[config.mk]
export PLATFORM = sky130hd
export DESIGN_NAME = command_keyword_matcher
export DESIGN_NICKNAME = d
export VERILOG_FILES = /design/src/ckm_pkg.sv /design/src/ckm_match.sv /design/src/command_keyword_matcher.sv
export VERILOG_INCLUDE_DIRS = /design/src /design/src/src
export SDC_FILE = /design/constraint.sdc
export NUM_CORES = 1
export LEC_CHECK = 0
export ABC_AREA = 1
export BUFFER_PORTS_ARGS = -buffer_cell sky130_fd_sc_hd__buf_2
export CAP_MARGIN = 25
export CORE_UTILIZATION = 45
export CTS_CLUSTER_DIAMETER = 150
export CTS_CLUSTER_SIZE = 12
export DETAILED_ROUTE_END_ITERATION = 6
export SKIP_CTS_REPAIR_TIMING = 1
export SYNTH_ARGS = -nofsm -noshare
export SYNTH_HDL_FRONTEND = slang
export SYNTH_SLANG_ARGS = --single-unit
[constraint.sdc]
create_clock -name clk -period 6.3 [get_ports clk]
set_input_delay 0.945 -clock clk [delete_from_list [all_inputs] [get_ports clk]]
set_output_delay 0.945 -clock clk [all_outputs]
set_load 0.05 [all_outputs]
[src/assert_macros.svh]
// Assertion helpers shared by the RTL
`ifndef ASSERT_MACROS_SVH
`define ASSERT_MACROS_SVH

// Implication checked on every rising edge, held off during reset
`define ASSERT_CLK(label, prop, msg) \
  label: assert property (@(posedge clk) disable iff (!rst_n) prop) else $error(msg);

// Same check, but also evaluated while reset is asserted
`define ASSERT_ALWAYS(label, prop, msg) \
  label: assert property (@(posedge clk) prop) else $error(msg);

`endif

[src/ckm_pkg.sv]
package ckm_pkg;

  localparam int KW_COUNT   = 21;
  localparam int KW_LEN_MAX = 18;
  localparam int POS_W      = 5;
  localparam int CODE_W     = 5;

  localparam logic [POS_W-1:0]  POS_MAX            = 5'd31;
  localparam logic [CODE_W-1:0] CODE_UNIDENTIFIED  = 5'd0;
  localparam logic [CODE_W-1:0] CODE_CHAT          = 5'd1;
  localparam logic [CODE_W-1:0] CODE_FIRST_KEYWORD = 5'd2;
  localparam logic [7:0]        CHAR_CHAT          = 8'h3C;

  // keyword text, right-justified in each entry
  localparam logic [KW_LEN_MAX*8-1:0] KW_TEXT [KW_COUNT] = '{
    "$MyINFO ",
    "$MyPass ",
    "$MyNick ",
    "$MultiSearch ",
    "$MultiConnectToMe ",
    "$Search ",
    "$SR ",
    "$Supports ",
    "$Lock ",
    "$Key ",
    "$Kick ",
    "$Hello ",
    "$GetINFO ",
    "$GetNickList",
    "$ConnectToMe ",
    "$RevConnectToMe ",
    "$To: ",
    "$Quit ",
    "$OpForceMove ",
    "$ValidateNick ",
    "$BotINFO"
  };

  localparam logic [POS_W-1:0] KW_LEN [KW_COUNT] = '{
    5'd8, 5'd8, 5'd8, 5'd13, 5'd18, 5'd8, 5'd4, 5'd10, 5'd6, 5'd5, 5'd6,
    5'd7, 5'd9, 5'd12, 5'd13, 5'd16, 5'd5, 5'd6, 5'd13, 5'd14, 5'd8
  };

  // per-line match state
  typedef struct packed {
    logic [KW_COUNT-1:0] live;
    logic [POS_W-1:0]    pos;
    logic                decided;
  } match_state_t;

  // classification result of one word
  typedef struct packed {
    logic              emit;
    logic [CODE_W-1:0] code;
    logic [POS_W-1:0]  offset;
  } match_res_t;

  // character of keyword k at position pos (pos below the keyword length)
  function automatic logic [7:0] kw_byte(input int k, input logic [POS_W-1:0] pos);
    int idx;
    logic [7:0] ch;
    idx = int'(KW_LEN[k]) - 1 - int'(pos);
    ch  = 8'h00;
    if (idx >= 0) begin
      ch = KW_TEXT[k][idx*8 +: 8];
    end
    return ch;
  endfunction

endpackage

[src/ckm_match.sv]
module ckm_match (
  input  ckm_pkg::match_state_t st,
  input  logic [7:0]            line_byte,
  input  logic                  end_of_line,
  output ckm_pkg::match_state_t st_nxt,
  output ckm_pkg::match_res_t   res
);

  logic [ckm_pkg::KW_COUNT-1:0]  hit;
  logic                          found;
  logic [ckm_pkg::CODE_W-1:0]    found_code;
  logic [ckm_pkg::POS_W-1:0]     found_len;

  // column compare of every live keyword against this byte
  always_comb begin
    hit        = '0;
    found      = 1'b0;
    found_code = ckm_pkg::CODE_UNIDENTIFIED;
    found_len  = '0;
    for (int k = ckm_pkg::KW_COUNT - 1; k >= 0; k--) begin
      if (st.live[k] && (st.pos < ckm_pkg::KW_LEN[k]) &&
          (ckm_pkg::kw_byte(k, st.pos) == line_byte)) begin
        hit[k] = 1'b1;
        if (st.pos + 5'd1 == ckm_pkg::KW_LEN[k]) begin
          // lowest index wins
          found      = 1'b1;
          found_code = ckm_pkg::CODE_FIRST_KEYWORD + ckm_pkg::CODE_W'(k);
          found_len  = ckm_pkg::KW_LEN[k];
        end
      end
    end
  end

  // next state and result
  always_comb begin
    st_nxt     = st;
    res.emit   = 1'b0;
    res.code   = ckm_pkg::CODE_UNIDENTIFIED;
    res.offset = '0;
    if (end_of_line) begin
      // line closed: report if still open, then restart
      res.emit       = !st.decided;
      st_nxt.live    = {ckm_pkg::KW_COUNT{1'b1}};
      st_nxt.pos     = '0;
      st_nxt.decided = 1'b0;
    end else if (st.decided) begin
      // rest of a decided line is dropped
    end else if ((st.pos == '0) && (line_byte == ckm_pkg::CHAR_CHAT)) begin
      res.emit       = 1'b1;
      res.code       = ckm_pkg::CODE_CHAT;
      st_nxt.decided = 1'b1;
    end else begin
      st_nxt.live = hit;
      st_nxt.pos  = (st.pos == ckm_pkg::POS_MAX) ? st.pos : st.pos + 5'd1;
      if (found) begin
        res.emit   = 1'b1;
        res.code   = found_code;
        res.offset = found_len;
      end else if (hit == '0) begin
        res.emit = 1'b1;
      end
      st_nxt.decided = res.emit;
    end
  end

endmodule

[src/command_keyword_matcher.sv]
// Command keyword matcher.
// Input channel (in_*): one word per line character, in_tdata[7:0] holds the
// byte; a word with in_tlast high closes the line and its data is ignored.
// Output channel (out_*): at most one word per line, giving the token code
// (0 unidentified, 1 chat, 2.. keyword) and the byte offset of the argument.
// A line is decided on the byte that completes a keyword, on a leading '<',
// on the byte that leaves no keyword candidate, or at line end; later bytes
// of that line give nothing.
// A result leaves through the input register, then the result register,
// after the word that decides it is accepted.
// Throughput: one word per cycle unless out_tready low stalls the output;
// the keyword compare is a single column compare per byte on the keyword table.
// Reset (rst_n low, synchronous) empties both registers and starts a fresh
// line. When the receiver holds out_tready low, the result register holds
// its word and the input register fills; in_tready falls only once both
// are occupied.
`include "assert_macros.svh"

module command_keyword_matcher (
  input  logic        clk,
  input  logic        rst_n,
  input  logic        in_tvalid,
  output logic        in_tready,
  input  logic [7:0]  in_tdata,   // [7:0] line_byte
  input  logic        in_tlast,   // end_of_line
  output logic        out_tvalid,
  input  logic        out_tready,
  output logic [15:0] out_tdata   // [4:0] token_code, [9:5] argument_offset
);

  logic                      s1_valid_r;
  logic [7:0]                s1_byte_r;
  logic                      s1_eol_r;
  ckm_pkg::match_state_t     st_r;
  ckm_pkg::match_state_t     st_nxt;
  ckm_pkg::match_res_t       res;
  logic                      out_valid_r;
  logic [ckm_pkg::CODE_W-1:0] out_code_r;
  logic [ckm_pkg::POS_W-1:0]  out_off_r;
  logic                      out_free;
  logic                      s1_adv;
  logic                      chk_live_any;
  logic                      chk_eol_adv;
  logic                      chk_fresh;
  logic                      chk_late_adv;
  logic                      chk_out_unid;

  // handshake
  assign out_free  = !out_valid_r || out_tready;
  assign s1_adv    = s1_valid_r && out_free;
  assign in_tready = !s1_valid_r || out_free;

  // input register
  always_ff @(posedge clk) begin
    if (!rst_n) begin
      s1_valid_r <= 1'b0;
    end else if (in_tready) begin
      s1_valid_r <= in_tvalid;
    end
  end

  always_ff @(posedge clk) begin
    if (in_tready && in_tvalid) begin
      s1_byte_r <= in_tdata;
      s1_eol_r  <= in_tlast;
    end
  end

  ckm_match u_match (
    .st          (st_r),
    .line_byte   (s1_byte_r),
    .end_of_line (s1_eol_r),
    .st_nxt      (st_nxt),
    .res         (res)
  );

  // line state
  always_ff @(posedge clk) begin
    if (!rst_n) begin
      st_r.live    <= {ckm_pkg::KW_COUNT{1'b1}};
      st_r.pos     <= '0;
      st_r.decided <= 1'b0;
    end else if (s1_adv) begin
      st_r <= st_nxt;
    end
  end

  // result register
  always_ff @(posedge clk) begin
    if (!rst_n) begin
      out_valid_r <= 1'b0;
    end else if (out_free) begin
      out_valid_r <= s1_adv && res.emit;
    end
  end

  always_ff @(posedge clk) begin
    if (s1_adv && res.emit) begin
      out_code_r <= res.code;
      out_off_r  <= res.offset;
    end
  end

  assign out_tvalid = out_valid_r;
  assign out_tdata  = {6'd0, out_off_r, out_code_r};

  // terms for the checks
  assign chk_live_any = (st_r.live != '0);
  assign chk_eol_adv  = s1_adv && s1_eol_r;
  assign chk_fresh    = (st_r.live == {ckm_pkg::KW_COUNT{1'b1}}) && (st_r.pos == '0) &&
                        !st_r.decided;
  assign chk_late_adv = s1_adv && st_r.decided && !s1_eol_r;
  assign chk_out_unid = out_valid_r && (out_code_r == ckm_pkg::CODE_UNIDENTIFIED);

  // checks
  `ASSERT_CLK(a_open_line_has_live, !st_r.decided |-> chk_live_any, "open line with no candidate")
  `ASSERT_CLK(a_eol_restarts, chk_eol_adv |=> chk_fresh, "line end did not restart")
  `ASSERT_CLK(a_no_emit_decided, chk_late_adv |-> !res.emit, "result on decided line")
  `ASSERT_CLK(a_unid_zero_off, chk_out_unid |-> (out_off_r == '0), "unidentified with offset")

endmodule
======== Word level (Yosys, flattened, before mapping) ========
Cells that the tools add are included.
storage, ports and cells
  bits in registers ....................... 48
  latch bits .............................. 0
  RAM bits ................................ 0
  memory bits (read-only) ................. 0
  input bits .............................. 13
  logic and storage cells ................. 344
  memories ................................ 0
operators by class
  $add $sub $neg .......................... 13
  $mul .................................... 0
  div/mod/pow operators ................... 0
  magnitude comparators ................... 24
  equal/unequal tests ..................... 38
  shifts and indexed selects .............. 21
  mux-type cells .......................... 180
  bitwise operators ....................... 1
  reductions and logical operators ........ 57
operator list
  cell                       count
  $shiftx 144x32->8 const A  21
  $mux 5                     85
  $ge 32x1->1 const B        12
  $eq 8x8->1                 21
  $mux 8                     21
  $mux 1                     67
  $mux 27                    2
  $logic_and 1x1->1          46
  $sub 4x5->6 const A        6
  $eq 5x4->1 const B         6
  $lt 5x4->1 const B         6
  $mux 26                    1
  $sub 3x5->6 const A        4
  $logic_not 21->1           1
  $eq 5x3->1 const B         4
  $lt 5x3->1 const B         4
  $eq 5x5->1 const B         3
  $mux 11                    1
  $lt 5x5->1 const B         2
  $mux 10                    1
  $eq 8x6->1 const B         1
  $mux 6                     1
  $ne 2x2->1 const B         3
  $sub 2x5->6 const A        1
  other kinds (11)           14

======== Logic depth before layout (Yosys ltp) ========
  word-level depth ........................ 51
  gate-level depth with buffers ........... 35
  gate-level depth less buffers ........... 32

======== By module ========
From an unflattened synthesis, not the netlist that was laid out.
unflattened totals
  cell total of the unflattened synthesis .. 1442
  area total of the unflattened synthesis .. 8371.8 sq um
by module, submodules not included
  module                   instances  cells each  area an instance (sq um)
  ckm_match                1          1268        6571.3
  command_keyword_matcher  1          174         1800.5

======== Worst setup path after synthesis ========
OpenSTA, ideal clock, no wires.
  path type ............................... flip-flop to flip-flop
  start point ............................. register st_r[1] (netlist bit)
  end point ............................... register out_code_r[0] (netlist bit) (enable)
  setup time .............................. 369 ps
  arrival time ............................ 3301 ps
  slack ................................... 2631 ps
  stages on the path, launching flop included .. 24
  buffers on the path ..................... 4
  cells stage by stage .................... dfxtp_1 buf_6 inv_4 buf_6 buf_2 ha_1 inv_1 buf_1 nand3_1 nand2_1 nand2_1 inv_1 o21ai_0 nand2_1 nand3_1 nor3_1 nand3_1 nand2_1 nor2_2 nand3_2 nor2_2 nand3_1 nand2_1 a21oi_2
on the way
  longest elaborated chain between the ends .. 51
ends and longest elaborated chain
  item                                              line                           text
  start: declaration                                command_keyword_matcher.sv:34  ckm_pkg::match_state_t st_r;
  start signal: assignment                          command_keyword_matcher.sv:84  st_r <= st_nxt;
  $sub 3x5->6                                       ckm_pkg.sv:62                  idx = int'(KW_LEN[k]) - 1 - int'(pos);
  $ge 32x1->1 or $shiftx 144x32->8 (tied branches)  ckm_pkg.sv:64, ckm_pkg.sv:65
  $mux 8                                            ckm_pkg.sv:64                  if (idx >= 0) begin
  $eq 8x8->1                                        ckm_match.sv:22                (ckm_pkg::kw_byte(k, st.pos) == line_byte)) begin
  $logic_and 1x1->1                                 ckm_match.sv:21                if (st.live[k] && (st.pos < ckm_pkg::KW_LEN[k]) &&
  $mux 1                                            ckm_match.sv:21
  $mux 1                                            ckm_match.sv:24                if (st.pos + 5'd1 == ckm_pkg::KW_LEN[k]) begin
  $mux 1                                            ckm_match.sv:21
  [... 35 more ...]                                 --
  $mux 1                                            ckm_match.sv:21
  $mux 1                                            ckm_match.sv:24
  $mux 1                                            ckm_match.sv:21
  $mux 1                                            ckm_match.sv:55                if (found) begin
  $mux 6 *                                          ckm_match.sv:48                end else if ((st.pos == '0) && (line_byte == ckm_pkg::CHAR_CHAT)) begin
  $mux 11 *                                         ckm_match.sv:46                end else if (st.decided) begin
  $mux 1 *                                          ckm_match.sv:40                if (end_of_line) begin
  $logic_and 1x1->1 *                               command_keyword_matcher.sv:98  if (s1_adv && res.emit) begin
  end signal: assignment                            command_keyword_matcher.sv:99  out_code_r <= res.code;
  end: declaration                                  command_keyword_matcher.sv:38  logic [ckm_pkg::CODE_W-1:0] out_code_r;
Mark *: on every way between the ends. The rest lies on a longest branch, timed or not.
A chain may end at the register's enable or synchronous reset.

======== Worst setup path after layout ========
  start point ............................. register st_r[4] (netlist bit)
  end point ............................... register out_off_r[1] (netlist bit) (enable)
on the way
  longest elaborated chain between the ends .. 51
ends and longest elaborated chain
  item                                              line                            text
  $sub 3x5->6                                       ckm_pkg.sv:62
  $ge 32x1->1 or $shiftx 144x32->8 (tied branches)  ckm_pkg.sv:64, ckm_pkg.sv:65
  $mux 8                                            ckm_pkg.sv:64
  $eq 8x8->1                                        ckm_match.sv:22
  $logic_and 1x1->1                                 ckm_match.sv:21
  $mux 1                                            ckm_match.sv:21
  $mux 1                                            ckm_match.sv:24
  $mux 1                                            ckm_match.sv:21
  [... 35 more ...]                                 --
  $mux 1                                            ckm_match.sv:21
  $mux 1                                            ckm_match.sv:24
  $mux 1                                            ckm_match.sv:21
  $mux 1                                            ckm_match.sv:55
  $mux 6 *                                          ckm_match.sv:48
  $mux 11 *                                         ckm_match.sv:46
  $mux 1 *                                          ckm_match.sv:40
  $logic_and 1x1->1 *                               command_keyword_matcher.sv:98
  end signal: assignment                            command_keyword_matcher.sv:100  out_off_r <= res.offset;
  end: declaration                                  command_keyword_matcher.sv:39   logic [ckm_pkg::POS_W-1:0] out_off_r;
Marks and branches as above.

==> impl_metrics.toml <==
[die]
io_pins = 31
core_sq_mm = 0.0172
die_y_microns = 135
fp-row-count = 48
die_w_microns = 135
start_util = 0.459
dieArea_sq_mm = 0.0181

[drt]
drtIter0Drc = 1054
ant_nets = 0
via_count = 9733
wl_per_cell_microns = 20.1
dr.pass1.iters = 6
drt_wl_total_microns = 32300
drc = 0
vias_per_cell = 6.06

[place]
preCtsSetupSlack_ns = 1.27
dp.cells = 1598
hpwlAfterDp_microns = 24200
place.gp.congestion = 0.982
io_buffers = 24

[synthesis]
synth-seq-area-share = 0.145
ys_top_cells_by_area = "nand2_1 18%, nand3_1 9.0%, nor2_1 8.1%, dfxtp_1 7.3%, edfxtp_1 7.2%"
yosys_warnings = 0
syn_inst = 1392
synth.cell_area_sq_mm = 0.00792
synth.most_common_cell = "nand2_1"
synth.distinct_cells = 70
yosysTopAreaCell = "nand2_1"
avgSynthCellArea_sq_um = 5.69
ys.flop_type = "dfxtp_1"
async_reset_ff_frac = 0
synth_edf_count = 19
yosysTopAreaCellShare = 0.180
ys_seq_elements = 48
yosys-top-cells-count = "379 x nand2_1, 171 x nor2_1, 142 x nand3_1"

[worst_setup_path]
crit_path_start_kind = "flip-flop"
cp_max_fo = 19
crit_type = "flip-flop to flip-flop"
worstPathArrival_ns = 5.11
crit_required_ns = 6.23
critPathCaptureType = "flip-flop"

[timing]
worst_pin_slew_ns = 1.07
hold_violations = 0
fin_crit_sh = 0.823
timing.hold.ws_ns = 0.468
setup_slack_ns = 1.12
setup_viol = 0
slew_headroom = 0.288
drv_slew = 0
fmax_mhz = 193
min_period_ns = 5.18
fin_worst_skew_ns = 0.0101
tns_ns = 0
rsz0062_at_grt = "no"

[cts]
clk_pin_slew_ns = 0.07
root_buffer = "clkbuf_16"
ctsLongestPathBuffers = 2
insertion_delay_ns = 0.30
cts_tree = "built"
clock_sinks = 48
cts_inserted_buffers = 5
htree_levels = 2

[global_routing]
antenna_found_initial = 0
grt_max_degree = 32
grt_pass1_wl_microns = 50100
gr-usage-all-layers = 0.360
overflow = 0
grt_pass1_vias = 8863

[run_status]
outcome = "complete, no violations"

[cells_and_area]
n_antenna_cell = 0
syn_to_final_growth_pct = 4.52
drive_gt1_frac = 0.112
fillers = 1832
nets = 1417
final-instance-count-excl-fill = 1606

[power]
leakagePower_nw = 4.04
ir_worst_vdd_v = 0.000116
p_per_area_mw_per_mm2 = 137

[run]
maxCapViolations = 0

[worst_hold_path]
hold_class = "flip-flop to flip-flop"
[worst max-delay path, stage by stage (launching register included)]
cell and delay (ns):
dfxtp_1 0.86, inv_2 0.32, ha_1 0.48, inv_2 0.38
nand2_1 0.20, nor2_1 0.21, nor2_4 0.09, nand2_1 0.23
o22ai_1 0.18, a2111oi_2 0.37, nand3_1 0.25, nor2_2 0.25
nor2_1 0.12, nand2_2 0.10, nor2_2 0.06, nand3_1 0.07
nand2_1 0.08, a21oi_2 0.53
[path summary, 6_finish.rpt]
path	start	endpoint	slack, ns	cells after the start
worst min register to register	st_r[23]	st_r[23]	0.47	1
worst max register to register	st_r[4]	out_off_r[1]	1.12	17
worst min-delay path	st_r[23]	st_r[23]	0.47	1
worst max-delay path	st_r[4]	out_off_r[1]	1.12	17
[cell type report]
type | instances | area (sq um) | share of cell area
multi-input cells | 1139 | 5870 | 0.710
flip-flops and latches | 48 | 1150 | 0.139
inverters | 145 | 554 | 0.0670
well taps | 225 | 282 | 0.0340
repair buffers | 41 | 248 | 0.0299
clock buffers | 6 | 129 | 0.0156
clock inverters | 2 | 35.0 | 0.00423
[report_power, final]
group	switching, W	leakage, nW	internal, W
logic	0.000330	3.53	0.000131
clock network	0.000121	0.0808	0.000187
registers	0.0000221	0.429	0.000346
total	0.000473	4.04	0.000664
[stage by stage]
stage	util	total power (W)	cell area, sq um
finish	0.480	0.00114	8270
CTS	0.480	0.00113	8270
global route	0.480	0.00120	8270
global placement	0.470	0.000823	8110
detailed placement	0.470	0.000820	8110
floorplan	-	0.000702	7930
[sequential cells by signal, indices dropped and copies added, names as in the netlist]
register and cells:
out_off_r 5, st_r 27, s1_valid_r 1, out_code_r 5
out_tvalid 1, s1_byte_r 8, s1_eol_r 1
[cell usage in the layout (no fill, tap or decap), types with 26 or more instances in the layout]
cell type  synthesis  layout
inv_2             26      26
o21ai_0           86      86
xor2_1            48      48
a21oi_1           46      46
dfxtp_1           29      29
nand3_1          142     142
nand4_1           43      43
inv_1            110     110
nand2_1          379     379
nor3_1            37      37
nor2_1           171     171
[metal layers]
metal / track usage / part of all wire
met4: 0.202 / 0.064
met2: 0.561 / 0.43
met3: 0.0533 / 0.10
met5: 0 / 0
met1: 0.476 / 0.41
[logic make-up after synthesis]
group | count (synthesis) | share of synthesized area
AND/OR/NAND/NOR | 861 | 0.494
buffers and inverters | 210 | 0.115
AO/OA/AOI/OAI | 200 | 0.154
XOR/XNOR | 48 | 0.0531
flip-flops | 48 | 0.145
adder cells (fa/ha/maj) | 24 | 0.0379
other | 1 | 0.000474
Note: power is estimated with default switching activity, not from simulation.
